`config.mk`:
```
export PLATFORM = sky130hd
export DESIGN_NAME = fall_detect_fsm
export DESIGN_NICKNAME = d
export VERILOG_FILES = /design/src/sv/fdf_pkg.sv /design/src/sv/fall_detect_fsm.sv /design/src/sv/fdf_front.sv /design/src/sv/fdf_queue.sv /design/src/sv/fdf_back.sv
export SDC_FILE = /design/constraint.sdc
export NUM_CORES = 2
export LEC_CHECK = 0
export BUFFER_PORTS_ARGS = -buffer_cell sky130_fd_sc_hd__buf_2
export CORE_MARGIN = 1.5
export CORE_UTILIZATION = 30
export CTS_CLUSTER_SIZE = 14
export DETAILED_ROUTE_END_ITERATION = 8
export SLEW_MARGIN = 20
export SYNTH_ARGS = -nofsm -noshare
export SYNTH_HDL_FRONTEND = slang
export SYNTH_HIERARCHICAL = 1
export SYNTH_SLANG_ARGS = --single-unit
export TNS_END_PERCENT = 30
```
`constraint.sdc`:
```
create_clock -name i_clk -period 22.1 [get_ports i_clk]
set_input_delay 4.42 -clock i_clk [delete_from_list [all_inputs] [get_ports i_clk]]
set_output_delay 4.42 -clock i_clk [all_outputs]
set_load 0.01 [all_outputs]
```
`src/sv/fdf_pkg.sv`:
```
// Shared types, widths and constants of the fall detector.
`default_nettype none

package fdf_pkg;

    // Sample and time precision used inside the block.
    localparam int SAMPLE_BITS = 16;
    localparam int TIME_BITS   = 32;

    // Field widths on the ports.
    localparam int TIME_W    = 32;
    localparam int ACCEL_W   = 16;
    localparam int LEVEL_W   = 15;
    localparam int MS_W      = 16;
    localparam int STATE_W   = 2;
    localparam int MAGOUT_W  = 32;

    // Squared magnitude: three squares of SAMPLE_BITS values fit in 2*SAMPLE_BITS bits.
    localparam int MAG_W = 2 * SAMPLE_BITS;
    // Width at which magnitude and squared thresholds are compared.
    localparam int CMP_W = (MAG_W > 2 * LEVEL_W) ? MAG_W : 2 * LEVEL_W;

    // Input tdata layout, lowest bit first.
    localparam int IN_TIME_LSB = 0;
    localparam int IN_X_LSB    = IN_TIME_LSB + TIME_W;
    localparam int IN_Y_LSB    = IN_X_LSB + ACCEL_W;
    localparam int IN_Z_LSB    = IN_Y_LSB + ACCEL_W;
    localparam int IN_BTN_BIT  = IN_Z_LSB + ACCEL_W;
    localparam int IN_USED_W   = IN_BTN_BIT + 1;
    localparam int IN_DATA_W   = ((IN_USED_W + 7) / 8) * 8;

    // Output tdata layout, lowest bit first.
    localparam int OUT_STATE_LSB = 0;
    localparam int OUT_ALARM_BIT = OUT_STATE_LSB + STATE_W;
    localparam int OUT_MAG_LSB   = OUT_ALARM_BIT + 1;
    localparam int OUT_USED_W    = OUT_MAG_LSB + MAGOUT_W;
    localparam int OUT_DATA_W    = ((OUT_USED_W + 7) / 8) * 8;

    // Configuration port.
    localparam int CFG_IDX_W  = 3;
    localparam int CFG_DATA_W = 16;

    localparam logic [CFG_IDX_W-1:0] CFG_IMPACT_LEVEL = 3'd0;
    localparam logic [CFG_IDX_W-1:0] CFG_STILL_LEVEL  = 3'd1;
    localparam logic [CFG_IDX_W-1:0] CFG_SETTLE_MS    = 3'd2;
    localparam logic [CFG_IDX_W-1:0] CFG_STILL_MS     = 3'd3;
    localparam logic [CFG_IDX_W-1:0] CFG_DEBOUNCE_MS  = 3'd4;

    localparam logic [LEVEL_W-1:0] RST_IMPACT_LEVEL = 15'd11469;
    localparam logic [LEVEL_W-1:0] RST_STILL_LEVEL  = 15'd5325;
    localparam logic [MS_W-1:0]    RST_SETTLE_MS    = 16'd1000;
    localparam logic [MS_W-1:0]    RST_STILL_MS     = 16'd1500;
    localparam logic [MS_W-1:0]    RST_DEBOUNCE_MS  = 16'd50;

    // Reported state codes.
    localparam logic [STATE_W-1:0] STATE_NORMAL    = 2'd0;
    localparam logic [STATE_W-1:0] STATE_IMPACT    = 2'd1;
    localparam logic [STATE_W-1:0] STATE_CHECK     = 2'd2;
    localparam logic [STATE_W-1:0] STATE_CONFIRMED = 2'd3;

    // Queue between the classifier and the state machine.
    localparam int QUEUE_DEPTH = 4;
    localparam int QPTR_W      = $clog2(QUEUE_DEPTH);
    localparam int QCNT_W      = $clog2(QUEUE_DEPTH + 1);

    // One classified item as it travels through the queue.
    typedef struct packed {
        logic [TIME_BITS-1:0] time_ms;
        logic                 button;
        logic                 hard;
        logic                 still;
        logic [MAG_W-1:0]     mag;
    } t_cls_item;

    localparam int CLS_W = $bits(t_cls_item);

endpackage

`default_nettype wire

```
`src/sv/fall_detect_fsm.sv`:
```
// Top level of the accelerometer fall detector with its configuration registers.
//
// Usage: one accelerometer sample enters per item on the slave stream
// (s_axis): a millisecond timestamp, three signed axes and the clear
// button level. Every item yields exactly one result item on the master
// stream (m_axis): the state after that sample, the alarm flag and the
// squared magnitude of the sample.
// Throughput is one item per clock cycle while the receiver is ready. On
// the way to o_m_axis_tvalid, the accepting edge captures the sample in
// stage A, stage B registers the three squaring multipliers, the magnitude
// sum and threshold compares are written into a four-entry queue, and the
// state machine then updates and loads the output register.
// When the receiver stalls, the result stays in the output register, the
// queue absorbs up to four more classified items, and o_s_axis_tready
// falls only once the queue and both front stages are full.
// Synchronous active-low reset empties all stages, returns the machine to
// normal with the button seen as released, and loads the default
// thresholds and times. Configuration writes reach the registers at the
// next clock edge, and the squared thresholds are registered from them; they
// are meant to be made while no item is in flight.
`default_nettype none

module fall_detect_fsm (
    input  wire                                i_clk,
    input  wire                                i_rst_n,
    // Slave tdata, from bit 0: time_ms[31:0], accel_x[15:0], accel_y[15:0],
    // accel_z[15:0], button_level, zero padding to 88 bits.
    input  wire                                i_s_axis_tvalid,
    output logic                               o_s_axis_tready,
    input  wire  [fdf_pkg::IN_DATA_W-1:0]      i_s_axis_tdata,
    // Master tdata, from bit 0: fall_state[1:0], fall_alarm,
    // magnitude_sq[31:0], zero padding to 40 bits.
    output logic                               o_m_axis_tvalid,
    input  wire                                i_m_axis_tready,
    output logic [fdf_pkg::OUT_DATA_W-1:0]     o_m_axis_tdata,
    // Configuration write port.
    input  wire                                i_cfg_we,
    input  wire  [fdf_pkg::CFG_IDX_W-1:0]      i_cfg_idx,
    input  wire  [fdf_pkg::CFG_DATA_W-1:0]     i_cfg_data
);

    logic [fdf_pkg::LEVEL_W-1:0]  r_impact_level;
    logic [fdf_pkg::LEVEL_W-1:0]  r_still_level;
    logic [fdf_pkg::MS_W-1:0]     r_settle_ms;
    logic [fdf_pkg::MS_W-1:0]     r_still_ms;
    logic [fdf_pkg::MS_W-1:0]     r_debounce_ms;

    logic                         w_push;
    logic                         w_pop;
    logic                         w_full;
    logic                         w_empty;
    fdf_pkg::t_cls_item           w_wr_item;
    fdf_pkg::t_cls_item           w_rd_item;

    // Writes to indexes beyond the register list are dropped.
    always_ff @(posedge i_clk) begin
        if (!i_rst_n) begin
            r_impact_level <= fdf_pkg::RST_IMPACT_LEVEL;
            r_still_level  <= fdf_pkg::RST_STILL_LEVEL;
            r_settle_ms    <= fdf_pkg::RST_SETTLE_MS;
            r_still_ms     <= fdf_pkg::RST_STILL_MS;
            r_debounce_ms  <= fdf_pkg::RST_DEBOUNCE_MS;
        end else if (i_cfg_we) begin
            case (i_cfg_idx)
                fdf_pkg::CFG_IMPACT_LEVEL: r_impact_level <= i_cfg_data[fdf_pkg::LEVEL_W-1:0];
                fdf_pkg::CFG_STILL_LEVEL:  r_still_level  <= i_cfg_data[fdf_pkg::LEVEL_W-1:0];
                fdf_pkg::CFG_SETTLE_MS:    r_settle_ms    <= i_cfg_data[fdf_pkg::MS_W-1:0];
                fdf_pkg::CFG_STILL_MS:     r_still_ms     <= i_cfg_data[fdf_pkg::MS_W-1:0];
                fdf_pkg::CFG_DEBOUNCE_MS:  r_debounce_ms  <= i_cfg_data[fdf_pkg::MS_W-1:0];
                default: begin
                end
            endcase
        end
    end

    // Front end: capture, square and classify each sample.
    fdf_front u_front (
        .i_clk           (i_clk),
        .i_rst_n         (i_rst_n),
        .i_s_axis_tvalid (i_s_axis_tvalid),
        .o_s_axis_tready (o_s_axis_tready),
        .i_s_axis_tdata  (i_s_axis_tdata),
        .i_impact_level  (r_impact_level),
        .i_still_level   (r_still_level),
        .i_q_full        (w_full),
        .o_push          (w_push),
        .o_item          (w_wr_item)
    );

    // Queue lets the classifier run ahead while the output is stalled.
    fdf_queue u_queue (
        .i_clk     (i_clk),
        .i_rst_n   (i_rst_n),
        .i_push    (w_push),
        .i_wr_item (w_wr_item),
        .i_pop     (w_pop),
        .o_rd_item (w_rd_item),
        .o_full    (w_full),
        .o_empty   (w_empty)
    );

    // Back end: state machine and result register.
    fdf_back u_back (
        .i_clk           (i_clk),
        .i_rst_n         (i_rst_n),
        .i_item          (w_rd_item),
        .i_item_valid    (!w_empty),
        .o_pop           (w_pop),
        .i_settle_ms     (r_settle_ms),
        .i_still_ms      (r_still_ms),
        .i_debounce_ms   (r_debounce_ms),
        .o_m_axis_tvalid (o_m_axis_tvalid),
        .i_m_axis_tready (i_m_axis_tready),
        .o_m_axis_tdata  (o_m_axis_tdata)
    );

endmodule

`default_nettype wire

```
`src/sv/fdf_front.sv`:
```
// Input stage and classifier: squares, magnitude sum and threshold compares.
`default_nettype none

module fdf_front (
    input  wire                                i_clk,
    input  wire                                i_rst_n,
    input  wire                                i_s_axis_tvalid,
    output logic                               o_s_axis_tready,
    input  wire  [fdf_pkg::IN_DATA_W-1:0]      i_s_axis_tdata,
    input  wire  [fdf_pkg::LEVEL_W-1:0]        i_impact_level,
    input  wire  [fdf_pkg::LEVEL_W-1:0]        i_still_level,
    input  wire                                i_q_full,
    output logic                               o_push,
    output fdf_pkg::t_cls_item                 o_item
);

    // Stage A: captured sample.
    logic                                  r_a_valid;
    logic [fdf_pkg::TIME_BITS-1:0]         r_a_time;
    logic signed [fdf_pkg::SAMPLE_BITS-1:0] r_a_x;
    logic signed [fdf_pkg::SAMPLE_BITS-1:0] r_a_y;
    logic signed [fdf_pkg::SAMPLE_BITS-1:0] r_a_z;
    logic                                  r_a_btn;

    // Stage B: squared axes.
    logic                                  r_b_valid;
    logic [fdf_pkg::TIME_BITS-1:0]         r_b_time;
    logic                                  r_b_btn;
    logic [fdf_pkg::MAG_W-1:0]             r_b_sqx;
    logic [fdf_pkg::MAG_W-1:0]             r_b_sqy;
    logic [fdf_pkg::MAG_W-1:0]             r_b_sqz;

    // Squared thresholds, refreshed every cycle from the level registers.
    logic [fdf_pkg::CMP_W-1:0]             r_impact_sq;
    logic [fdf_pkg::CMP_W-1:0]             r_still_sq;

    logic signed [fdf_pkg::MAG_W-1:0]      w_px;
    logic signed [fdf_pkg::MAG_W-1:0]      w_py;
    logic signed [fdf_pkg::MAG_W-1:0]      w_pz;
    logic [fdf_pkg::MAG_W-1:0]             w_mag;
    logic [fdf_pkg::CMP_W-1:0]             w_mag_cmp;
    logic [fdf_pkg::CMP_W-1:0]             w_impact_ext;
    logic [fdf_pkg::CMP_W-1:0]             w_still_ext;
    logic                                  w_b_adv;
    logic                                  w_a_adv;

    assign w_b_adv         = !r_b_valid || !i_q_full;
    assign w_a_adv         = !r_a_valid || w_b_adv;
    assign o_s_axis_tready = w_a_adv;
    assign o_push          = r_b_valid && !i_q_full;

    assign w_px = r_a_x * r_a_x;
    assign w_py = r_a_y * r_a_y;
    assign w_pz = r_a_z * r_a_z;

    assign w_mag     = r_b_sqx + r_b_sqy + r_b_sqz;
    assign w_mag_cmp = fdf_pkg::CMP_W'(w_mag);

    // Levels are widened first so the square keeps all of its bits.
    assign w_impact_ext = fdf_pkg::CMP_W'(i_impact_level);
    assign w_still_ext  = fdf_pkg::CMP_W'(i_still_level);

    always_comb begin
        o_item.time_ms = r_b_time;
        o_item.button  = r_b_btn;
        o_item.hard    = w_mag_cmp > r_impact_sq;
        o_item.still   = w_mag_cmp < r_still_sq;
        o_item.mag     = w_mag;
    end

    always_ff @(posedge i_clk) begin
        if (!i_rst_n) begin
            r_a_valid <= 1'b0;
            r_b_valid <= 1'b0;
        end else begin
            if (w_a_adv) begin
                r_a_valid <= i_s_axis_tvalid;
            end
            if (w_b_adv) begin
                r_b_valid <= r_a_valid;
            end
        end
    end

    always_ff @(posedge i_clk) begin
        r_impact_sq <= w_impact_ext * w_impact_ext;
        r_still_sq  <= w_still_ext * w_still_ext;
        if (w_a_adv && i_s_axis_tvalid) begin
            r_a_time <= i_s_axis_tdata[fdf_pkg::IN_TIME_LSB +: fdf_pkg::TIME_BITS];
            r_a_x    <= i_s_axis_tdata[fdf_pkg::IN_X_LSB +: fdf_pkg::SAMPLE_BITS];
            r_a_y    <= i_s_axis_tdata[fdf_pkg::IN_Y_LSB +: fdf_pkg::SAMPLE_BITS];
            r_a_z    <= i_s_axis_tdata[fdf_pkg::IN_Z_LSB +: fdf_pkg::SAMPLE_BITS];
            r_a_btn  <= i_s_axis_tdata[fdf_pkg::IN_BTN_BIT];
        end
        if (w_b_adv && r_a_valid) begin
            r_b_time <= r_a_time;
            r_b_btn  <= r_a_btn;
            r_b_sqx  <= $unsigned(w_px);
            r_b_sqy  <= $unsigned(w_py);
            r_b_sqz  <= $unsigned(w_pz);
        end
    end

endmodule

`default_nettype wire

```
`src/sv/fdf_queue.sv`:
```
// Short register queue between the classifier and the state machine.
`default_nettype none

module fdf_queue (
    input  wire                         i_clk,
    input  wire                         i_rst_n,
    input  wire                         i_push,
    input  wire fdf_pkg::t_cls_item     i_wr_item,
    input  wire                         i_pop,
    output fdf_pkg::t_cls_item          o_rd_item,
    output logic                        o_full,
    output logic                        o_empty
);

    fdf_pkg::t_cls_item                r_mem [fdf_pkg::QUEUE_DEPTH];
    logic [fdf_pkg::QPTR_W-1:0]        r_wr_ptr;
    logic [fdf_pkg::QPTR_W-1:0]        r_rd_ptr;
    logic [fdf_pkg::QCNT_W-1:0]        r_count;

    assign o_full    = (r_count == fdf_pkg::QCNT_W'(fdf_pkg::QUEUE_DEPTH));
    assign o_empty   = (r_count == '0);
    assign o_rd_item = r_mem[r_rd_ptr];

    always_ff @(posedge i_clk) begin
        if (!i_rst_n) begin
            r_wr_ptr <= '0;
            r_rd_ptr <= '0;
            r_count  <= '0;
        end else begin
            if (i_push) begin
                r_wr_ptr <= r_wr_ptr + 1'b1;
            end
            if (i_pop) begin
                r_rd_ptr <= r_rd_ptr + 1'b1;
            end
            if (i_push && !i_pop) begin
                r_count <= r_count + 1'b1;
            end else if (i_pop && !i_push) begin
                r_count <= r_count - 1'b1;
            end
        end
    end

    always_ff @(posedge i_clk) begin
        if (i_push) begin
            r_mem[r_wr_ptr] <= i_wr_item;
        end
    end

    // The classifier must hold its item while the queue is full.
    a_no_push_full: assert property (@(posedge i_clk) disable iff (!i_rst_n)
        !(i_push && o_full))
        else $error("queue written while full");

    // The state machine must only take an item that is present.
    a_no_pop_empty: assert property (@(posedge i_clk) disable iff (!i_rst_n)
        !(i_pop && o_empty))
        else $error("queue read while empty");

    a_count_bound: assert property (@(posedge i_clk) disable iff (!i_rst_n)
        r_count <= fdf_pkg::QCNT_W'(fdf_pkg::QUEUE_DEPTH))
        else $error("queue count beyond depth");

endmodule

`default_nettype wire

```
`src/sv/fdf_back.sv`:
```
// Fall state machine, button debounce and registered result output.
`default_nettype none

module fdf_back (
    input  wire                                i_clk,
    input  wire                                i_rst_n,
    input  wire fdf_pkg::t_cls_item            i_item,
    input  wire                                i_item_valid,
    output logic                               o_pop,
    input  wire  [fdf_pkg::MS_W-1:0]           i_settle_ms,
    input  wire  [fdf_pkg::MS_W-1:0]           i_still_ms,
    input  wire  [fdf_pkg::MS_W-1:0]           i_debounce_ms,
    output logic                               o_m_axis_tvalid,
    input  wire                                i_m_axis_tready,
    output logic [fdf_pkg::OUT_DATA_W-1:0]     o_m_axis_tdata
);

    typedef enum logic [3:0] {
        PH_NORMAL    = 4'b0001,
        PH_IMPACT    = 4'b0010,
        PH_CHECK     = 4'b0100,
        PH_CONFIRMED = 4'b1000
    } t_phase;

    t_phase                            r_phase,       n_phase;
    logic [fdf_pkg::TIME_BITS-1:0]     r_phase_time,  n_phase_time;
    logic                              r_btn_prev,    n_btn_prev;
    logic                              r_btn_stable,  n_btn_stable;
    logic [fdf_pkg::TIME_BITS-1:0]     r_bounce_time, n_bounce_time;
    logic                              r_out_valid;
    logic [fdf_pkg::OUT_DATA_W-1:0]    r_out_data,    n_out_data;

    logic [fdf_pkg::TIME_BITS-1:0]     w_now;
    logic [fdf_pkg::TIME_BITS-1:0]     w_el_phase;
    logic [fdf_pkg::TIME_BITS-1:0]     w_el_bounce;
    logic [fdf_pkg::STATE_W-1:0]       w_state_code;

    assign o_pop           = i_item_valid && (!r_out_valid || i_m_axis_tready);
    assign o_m_axis_tvalid = r_out_valid;
    assign o_m_axis_tdata  = r_out_data;

    assign w_now      = i_item.time_ms;
    assign w_el_phase = w_now - r_phase_time;
    // A level change restarts the debounce window at this item's time.
    assign w_el_bounce = (i_item.button != r_btn_prev) ? '0 : (w_now - r_bounce_time);

    always_comb begin
        n_phase       = r_phase;
        n_phase_time  = r_phase_time;
        n_btn_prev    = r_btn_prev;
        n_btn_stable  = r_btn_stable;
        n_bounce_time = r_bounce_time;
        case (r_phase)
            PH_NORMAL: begin
                if (i_item.hard) begin
                    n_phase      = PH_IMPACT;
                    n_phase_time = w_now;
                end
            end
            PH_IMPACT: begin
                if (w_el_phase > fdf_pkg::TIME_BITS'(i_settle_ms)) begin
                    if (i_item.still) begin
                        n_phase      = PH_CHECK;
                        n_phase_time = w_now;
                    end else begin
                        n_phase = PH_NORMAL;
                    end
                end
            end
            PH_CHECK: begin
                if (i_item.still) begin
                    if (w_el_phase > fdf_pkg::TIME_BITS'(i_still_ms)) begin
                        n_phase      = PH_CONFIRMED;
                        n_phase_time = w_now;
                    end
                end else begin
                    n_phase = PH_NORMAL;
                end
            end
            PH_CONFIRMED: begin
                if (i_item.button != r_btn_prev) begin
                    n_bounce_time = w_now;
                end
                if (w_el_bounce > fdf_pkg::TIME_BITS'(i_debounce_ms)) begin
                    // A settled press clears the fall.
                    if (!i_item.button && r_btn_stable) begin
                        n_phase = PH_NORMAL;
                    end
                    n_btn_stable = i_item.button;
                end
                n_btn_prev = i_item.button;
            end
            default: begin
                n_phase = PH_NORMAL;
            end
        endcase
    end

    always_comb begin
        case (n_phase)
            PH_NORMAL:    w_state_code = fdf_pkg::STATE_NORMAL;
            PH_IMPACT:    w_state_code = fdf_pkg::STATE_IMPACT;
            PH_CHECK:     w_state_code = fdf_pkg::STATE_CHECK;
            PH_CONFIRMED: w_state_code = fdf_pkg::STATE_CONFIRMED;
            default:      w_state_code = fdf_pkg::STATE_NORMAL;
        endcase
        n_out_data = '0;
        n_out_data[fdf_pkg::OUT_STATE_LSB +: fdf_pkg::STATE_W] = w_state_code;
        n_out_data[fdf_pkg::OUT_ALARM_BIT] = (n_phase == PH_CONFIRMED);
        n_out_data[fdf_pkg::OUT_MAG_LSB +: fdf_pkg::MAGOUT_W] =
            fdf_pkg::MAGOUT_W'(i_item.mag);
    end

    always_ff @(posedge i_clk) begin
        if (!i_rst_n) begin
            r_phase       <= PH_NORMAL;
            r_phase_time  <= '0;
            r_btn_prev    <= 1'b1;
            r_btn_stable  <= 1'b1;
            r_bounce_time <= '0;
            r_out_valid   <= 1'b0;
        end else begin
            if (o_pop) begin
                r_phase       <= n_phase;
                r_phase_time  <= n_phase_time;
                r_btn_prev    <= n_btn_prev;
                r_btn_stable  <= n_btn_stable;
                r_bounce_time <= n_bounce_time;
                r_out_valid   <= 1'b1;
            end else if (i_m_axis_tready) begin
                r_out_valid <= 1'b0;
            end
        end
    end

    always_ff @(posedge i_clk) begin
        if (o_pop) begin
            r_out_data <= n_out_data;
        end
    end

    // No item is processed while the held result waits.
    a_hold_phase: assert property (@(posedge i_clk) disable iff (!i_rst_n)
        (r_out_valid && !i_m_axis_tready) |=> $stable(r_phase))
        else $error("phase advanced while result stalled");

    // From normal the only way out is through impact.
    a_normal_exit: assert property (@(posedge i_clk) disable iff (!i_rst_n)
        (r_phase == PH_NORMAL) |=> (r_phase == PH_NORMAL || r_phase == PH_IMPACT))
        else $error("normal left other than to impact");

endmodule

`default_nettype wire

```
# After elaboration in Yosys (flattened, before gate mapping)
# Memory sizes are Yosys's and may differ from the RTL's. A register that Yosys moved wholly into a read port is not among the register bits.
# Cells that the tools add are included.
# op_classes
addsub	8
eq_ne	18
n_mux	24
reduce_logical	32
multipliers	5
magnitude_cmp	5
# op_table
op	count
32-bit 2-to-1 mux	6
32-bit by 16-bit greater-than comparator with 1-bit output	3
16-bit by 16-bit multiplier with 32-bit output	3
32-bit one-hot mux with 3 select lines	1
32-bit adder	2
32-bit subtractor	2
15-bit by 15-bit multiplier with 30-bit output	2
32-bit greater-than comparator	1
32-bit less-than comparator	1
4-bit 2-to-1 mux	6
4-bit one-hot mux with 4 select lines	1
2-bit AND reduction	6
2-bit by 1-bit != test with 1-bit output (second input constant)	5
3-bit 2-to-1 mux	3
4-bit by 2-bit equality test with 1-bit output (second input constant)	2
4-bit by 3-bit equality test with 1-bit output (second input constant)	2
4-bit equality test (second input constant)	2
1-bit zero test	8
1-bit logical AND	7
7-bit AND reduction	1
3-bit by 2-bit equality test with 1-bit output (second input constant)	2
3-bit equality test (second input constant)	2
3-bit zero test	2
2-bit one-hot mux with 3 select lines	1
other kinds (12)	21
# word_totals
out_inout_bits	42
mem_count	1
ram_bits	268
inputBits	112
elab_cells	122
register_bits	467
# mem_list
name	words	word_bits	rd	rd_ports_with_merged_regs	write_ports	line	rtl
u_queue.r_mem	4	67	1	1	1	fdf_queue.sv:15	fdf_pkg::t_cls_item r_mem [fdf_pkg::QUEUE_DEPTH];

# Longest topological paths before layout
# logic_depth
ltp_word	7
ltp_mapped	25
depth_no_buf	24

# Hierarchy
# Netlist, hierarchy kept.
# modules_own_cells
mod	seq_area_each_um2	area_per_inst_um2	instances	cells_each
fdf_front	7417.1	49668.9	1	5002
fdf_queue	8227.9	10147.2	1	393
fdf_back	2472.4	9452.8	1	1217
fall_detect_fsm	1561.5	3062.9	1	295

# Least setup slack after synthesis
# Ideal clock, no wire load.
# synth_timing
kind	flip-flop to flip-flop
startpoint	register u_queue/r_count[0] in the netlist's numbering
endpoint	register u_front.r_b_btn, enable pin
path_buffers	0
setup_time_ps	804
period_less_slack_ps	10416
arrival_time_ps	9612
slack_ps	11684
required_ps	21296
path_stages_with_launch	3
path_cell_list	dfxtp_1 -> nor3b_1 -> a21boi_0
# synth_via
elab_chain_cells	4
# synth_rtl
element	line	rtl
from (decl)	fdf_queue.sv:18	logic [fdf_pkg::QCNT_W-1:0] r_count;
from (signal assigned)	fdf_queue.sv:37	r_count <= r_count + 1'b1;
from (signal assigned)	fdf_queue.sv:39	r_count <= r_count - 1'b1;
3-bit equality test	fdf_queue.sv:20	assign o_full = (r_count == fdf_pkg::QCNT_W'(fdf_pkg::QUEUE_DEPTH));
net w_full	fall_detect_fsm.sv:50	logic w_full;
1-bit zero test	fdf_front.sv:47	assign w_b_adv = !r_b_valid || !i_q_full;
1-bit logical OR	fdf_front.sv:47	
1-bit logical AND	fdf_front.sv:95	if (w_b_adv && r_a_valid) begin
to (signal assigned)	fdf_front.sv:97	r_b_btn <= r_a_btn;
to (decl)	fdf_front.sv:28	logic r_b_btn;
# The timed path passes the listed nets, and every way through them passes these cells.
# A chain may end at the register's enable or synchronous reset.

# Worst setup path in the final report
# layout_timing
startpoint	register u_front/r_a_y[8] in the netlist's numbering
endpoint	register u_front/r_b_sqy[31] in the netlist's numbering, data pin
# layout_via
elab_chain_cells	1
# layout_rtl
element	line	rtl
from (decl)	fdf_front.sv:21	logic signed [fdf_pkg::SAMPLE_BITS-1:0] r_a_y;
from (signal assigned)	fdf_front.sv:91	r_a_y <= i_s_axis_tdata[fdf_pkg::IN_Y_LSB +: fdf_pkg::SAMPLE_BITS];
16-bit by 16-bit multiplier with 32-bit output	fdf_front.sv:53	assign w_py = r_a_y * r_a_y;
net u_front.w_py (one bit)	fdf_front.sv:38	logic signed [fdf_pkg::MAG_W-1:0] w_py;
to (signal assigned)	fdf_front.sv:99	r_b_sqy <= $unsigned(w_py);
to (decl)	fdf_front.sv:30	logic [fdf_pkg::MAG_W-1:0] r_b_sqy;
# The timed path passes the listed nets, and every way through them passes these cells.

==> run_results.csv <==
group,metric,value,unit
run_status,outcome,"finished, final reports clean",
sta,maxSlewHeadroom,20.5,%
clock_network,cts_buffers,81,
worst_setup_path,required,22.51,ns
synth,synth_common_cells,"1532 x inv_1, 1010 x fa_1, 668 x nand2_1, 654 x ha_1, 510 x edfxtp_1",
grt,grt_pass1_vias,50500,
clock_network,cts_setup_buffers,0,
synth,synth_area_leaders,"fa_1 28%, edfxtp_1 21%, ha_1 11%, inv_1 8.0%, dfxtp_1 6.0%",
clock_network,clk_path_buf_depth,3,
route,vias,47300,
synth,synth-seq-cells,728,
synth,synth_ff_type,"edfxtp_1",
synth,avgSynthCellArea,10.5,um2
sta,report.final.slew_viol_count,0,
die,start_util,30.1,%
sta,skew,0.0479,ns
worst_setup_path,timing.critical_path.slowest_cell_delay,0.81,ns
layout,utilization,33.0,%
worst_setup_path,path_delay_family,"adder cells",
route,wire_per_inst,16.5,um
grt,grtUsageTotal,14.2,%
route,via_per_inst,4.62,
clock_network,cts_root_buf,"clkbuf_16",
synth,synth_most_common_cell,"inv_1",
sta,fmax,135,MHz
die,pin_count,154,
layout,fillers,24500,
worst_setup_path,critPathBufInv,7,
route,routed_wl,169000,um
sta,setup_viol,0,
synth,synthArstFlopShare,0,%
synth,synth_edf_count,510,
flow_run,cap_violations,0,
worst_setup_path,path_max_fanout,15,
layout,drive_gt1_share,6.31,%
route,drc,0,
clock_network,cts_resized,0,
die,die_w,494,um
synth,yosysSeqAreaShare,27.2,%
placed_design,dp_slack,14.79,ns
worst_setup_path,timing.rr.start,"u_front/r_a_y[8]",
sta,worstMarginPinSlew,1.19,ns
clock_network,htreeDepth,3,
route,drtIter0Drc,2796,
die,die_area,244000,um2
sta,hold_viol,0,
worst_setup_path,ff2ff_path_depth,24,
sta,final.setup.worst_slack,14.69,ns
synth,netlist_instances,6907,
worst_setup_path,crit_path_top_delay_cell,"edfxtp_1",
worst_hold_path,whs_path_depth,0,
route,first_pass_iters,7,
grt,grt_pass1_wl,273000,um
worst_hold_path,min_to,"u_front/r_b_time[24]",
placed_design,hpwlAfterDp,135000,um
sta,finalCritPeriodShare,33.5,%
worst_setup_path,worst_setup_path_start_kind,"flip-flop",
sta,timing.hold.ws,0.417,ns
synth,synth_top_area_share,28.0,%
worst_setup_path,crit_chain,"inv_1 -> nor2_1 -> inv_1 -> fa_1 -> inv_1 -> fa_1 -> inv_1 -> fa_1 -> inv_1 -> fa_1 -> fa_1 -> inv_1 -> fa_1 -> inv_1 -> ha_1 -> nand4_1 -> nor3_1 -> nand4_1 -> a311oi_1 -> o21a_1 -> nor4_2 -> o311ai_1 -> a21oi_1 -> xnor2_1",
worst_setup_path,cpMostUsedCell,"inv_1",
clock_network,hold_buffers,0,
layout,fin_nets,8761,
worst_hold_path,min_from,"u_front/r_a_time[24]",
layout,antenna_cells,0,
synth,synth_top_area_cell,"fa_1",
synth,ys_warn_count,6,
die,fp.coreArea,240000,um2
worst_setup_path,ff2ff_setup_slack,14.69,ns
placed_design,gp_congestion,0.869,
clock_network,tritoncts,"done",
synth,synth.distinct_cells,93,
worst_setup_path,worst-endpoint-arrival,7.82,ns
grt,grt-ovfl-total,0,
sta,setup_tns,0,ns
route,postRouteAntennaNets,0,
worst_hold_path,min_path_type,"reg2reg",
worst_setup_path,worstReg2RegEnd,"u_front/r_b_sqy[31]",
sta,min_period,7.41,ns
die,num_rows,180,
sta,rsz0062_at_grt,"false",
die,die_y,494,um
clock_network,cts.clk_slew.worst_paths,0.06,ns
synth,syn-cell-area,72300,um2
layout,area_growth,9.64,%
clock_network,cts.sinks,728,
clock_network,clkLatencyLatePin,0.70,ns
worst_setup_path,worstSetupEndpointType,"flip-flop",
placed_design,io_buffers,141,
worst_setup_path,critical_path_class,"reg2reg",
grt,grt_start_max_net_pins,118,
grt,antenna_found_initial,17,
-- how the worst max path moves through the flow --
stage                        from             endpoint  cells after the start  slack, ns
2_1_floorplan  u_queue/r_count[0]      u_front/r_b_btn                      2      11.68
3_3_place_gp    u_front/r_a_y[15]  u_front/r_b_sqy[31]                     21      14.81
3_5_place_dp    u_front/r_a_y[15]  u_front/r_b_sqy[31]                     21      14.79
4_1_cts          u_front/r_a_y[8]  u_front/r_b_sqy[31]                     24      14.73
5_1_grt         u_front/r_a_y[15]  u_front/r_b_sqy[31]                     21      14.13
6_report         u_front/r_a_y[8]  u_front/r_b_sqy[31]                     24      14.69
-- kinds of logic (layout without fill, tap and decap cells) --
| group | count (synthesis) | count (layout) | synth area share, % |
|---|---|---|---|
| XOR/XNOR | 269 | 269 | 3.26 |
| adder cells (fa/ha/maj) | 1664 | 1664 | 39.3 |
| buffers and inverters | 1722 | 1863 | 9.20 |
| AND/OR/NAND/NOR | 1528 | 1528 | 9.96 |
| AO/OA/AOI/OAI | 800 | 800 | 7.25 |
| flip-flops | 728 | 728 | 27.2 |
| other | 3 | 8 | 0.0156 |
| multiplexers | 193 | 193 | 3.84 |
-- stage by stage --
step	area, um2	instances
after detailed placement	76500	10100
after CTS	79300	10200
after global placement	76500	10100
after global routing	79300	10200
final	79300	10200
after floorplan	72400	6912
-- state kept, by name, indices dropped and copies added (netlist names), 29 cells and up, named ones only --
register and cells:
u_queue/r_mem 268, u_back/o_m_axis_tdata 35, u_back/r_bounce_time 32, u_back/r_phase_time 32, u_front/r_a_time 32, u_front/r_b_time 32
u_front/r_b_sqx 31, u_front/r_b_sqy 31, u_front/r_b_sqz 31, u_front/r_impact_sq 29, u_front/r_still_sq 29
-- cell type report --
cell class / instances / area (um2) / share of cell area (%)
multi-input combinational: 4462 / 46100 / 58.1
sequential: 728 / 19700 / 24.8
inverter: 1533 / 5750 / 7.26
tap: 3185 / 3990 / 5.03
clock buffer: 104 / 2260 / 2.85
timing repair buffer: 179 / 1000 / 1.26
clock inverter: 47 / 542 / 0.683
-- placed cells by master, fill, tap and decap left out, types with 19 or more instances in the layout --
cell       synthesis  layout
and2_1           209     204
a31oi_1           20      20
inv_1           1532    1532
mux2i_1          121     121
o21bai_1          37      37
o21a_1            31      30
nand4_1           47      47
o21ai_0          142     142
nand3_1           56      56
ha_1             654     654
fa_1            1010    1010
buf_4             10      37
nor3_1            55      55
nand2_1          668     668
a21boi_0          46      45
dfxtp_1          218     216
xnor2_1          189     188
and3_1            24      24
a211oi_1          27      27
a21o_1           109     109
a21oi_1          235     235
nor2b_1           86      85
xor2_1            80      80
clkbuf_16          0      86
edfxtp_1         510     510
nor2_1           263     263
o211ai_1          19      19
nand2b_1          37      37
buf_2             12     140
mux4_2            67      67
-- per-layer routing --
metal | part of all wire, % | wire (um) | track usage (%) | up-vias
li1 | - | - | - | 22300
met1 | 45 | 76000 | 18.8 | 23800
met2 | 49 | 82600 | 24.5 | 935
met3 | 4.3 | 7310 | 1.86 | 204
met4 | 1.9 | 3300 | 3.00 | 2
met5 | 0.0047 | 8 | 0 | -
-- worst reg2reg max path, cell delays in order (launching register included) --
cell and delay, ns:
edfxtp_1 0.81, inv_1 0.31, nor2_1 0.25, inv_1 0.08
fa_1 0.49, inv_1 0.06, fa_1 0.53, inv_1 0.05
fa_1 0.48, inv_1 0.05, fa_1 0.47, fa_1 0.49
inv_1 0.05, fa_1 0.47, inv_1 0.04, ha_1 0.33
nand4_1 0.15, nor3_1 0.38, nand4_1 0.31, a311oi_1 0.45
o21a_1 0.23, nor4_2 0.08, o311ai_1 0.31, a21oi_1 0.13
xnor2_1 0.13
Power is not shown: default switching activity piles up to over one toggle a cycle in this logic, so the estimate is an artifact.
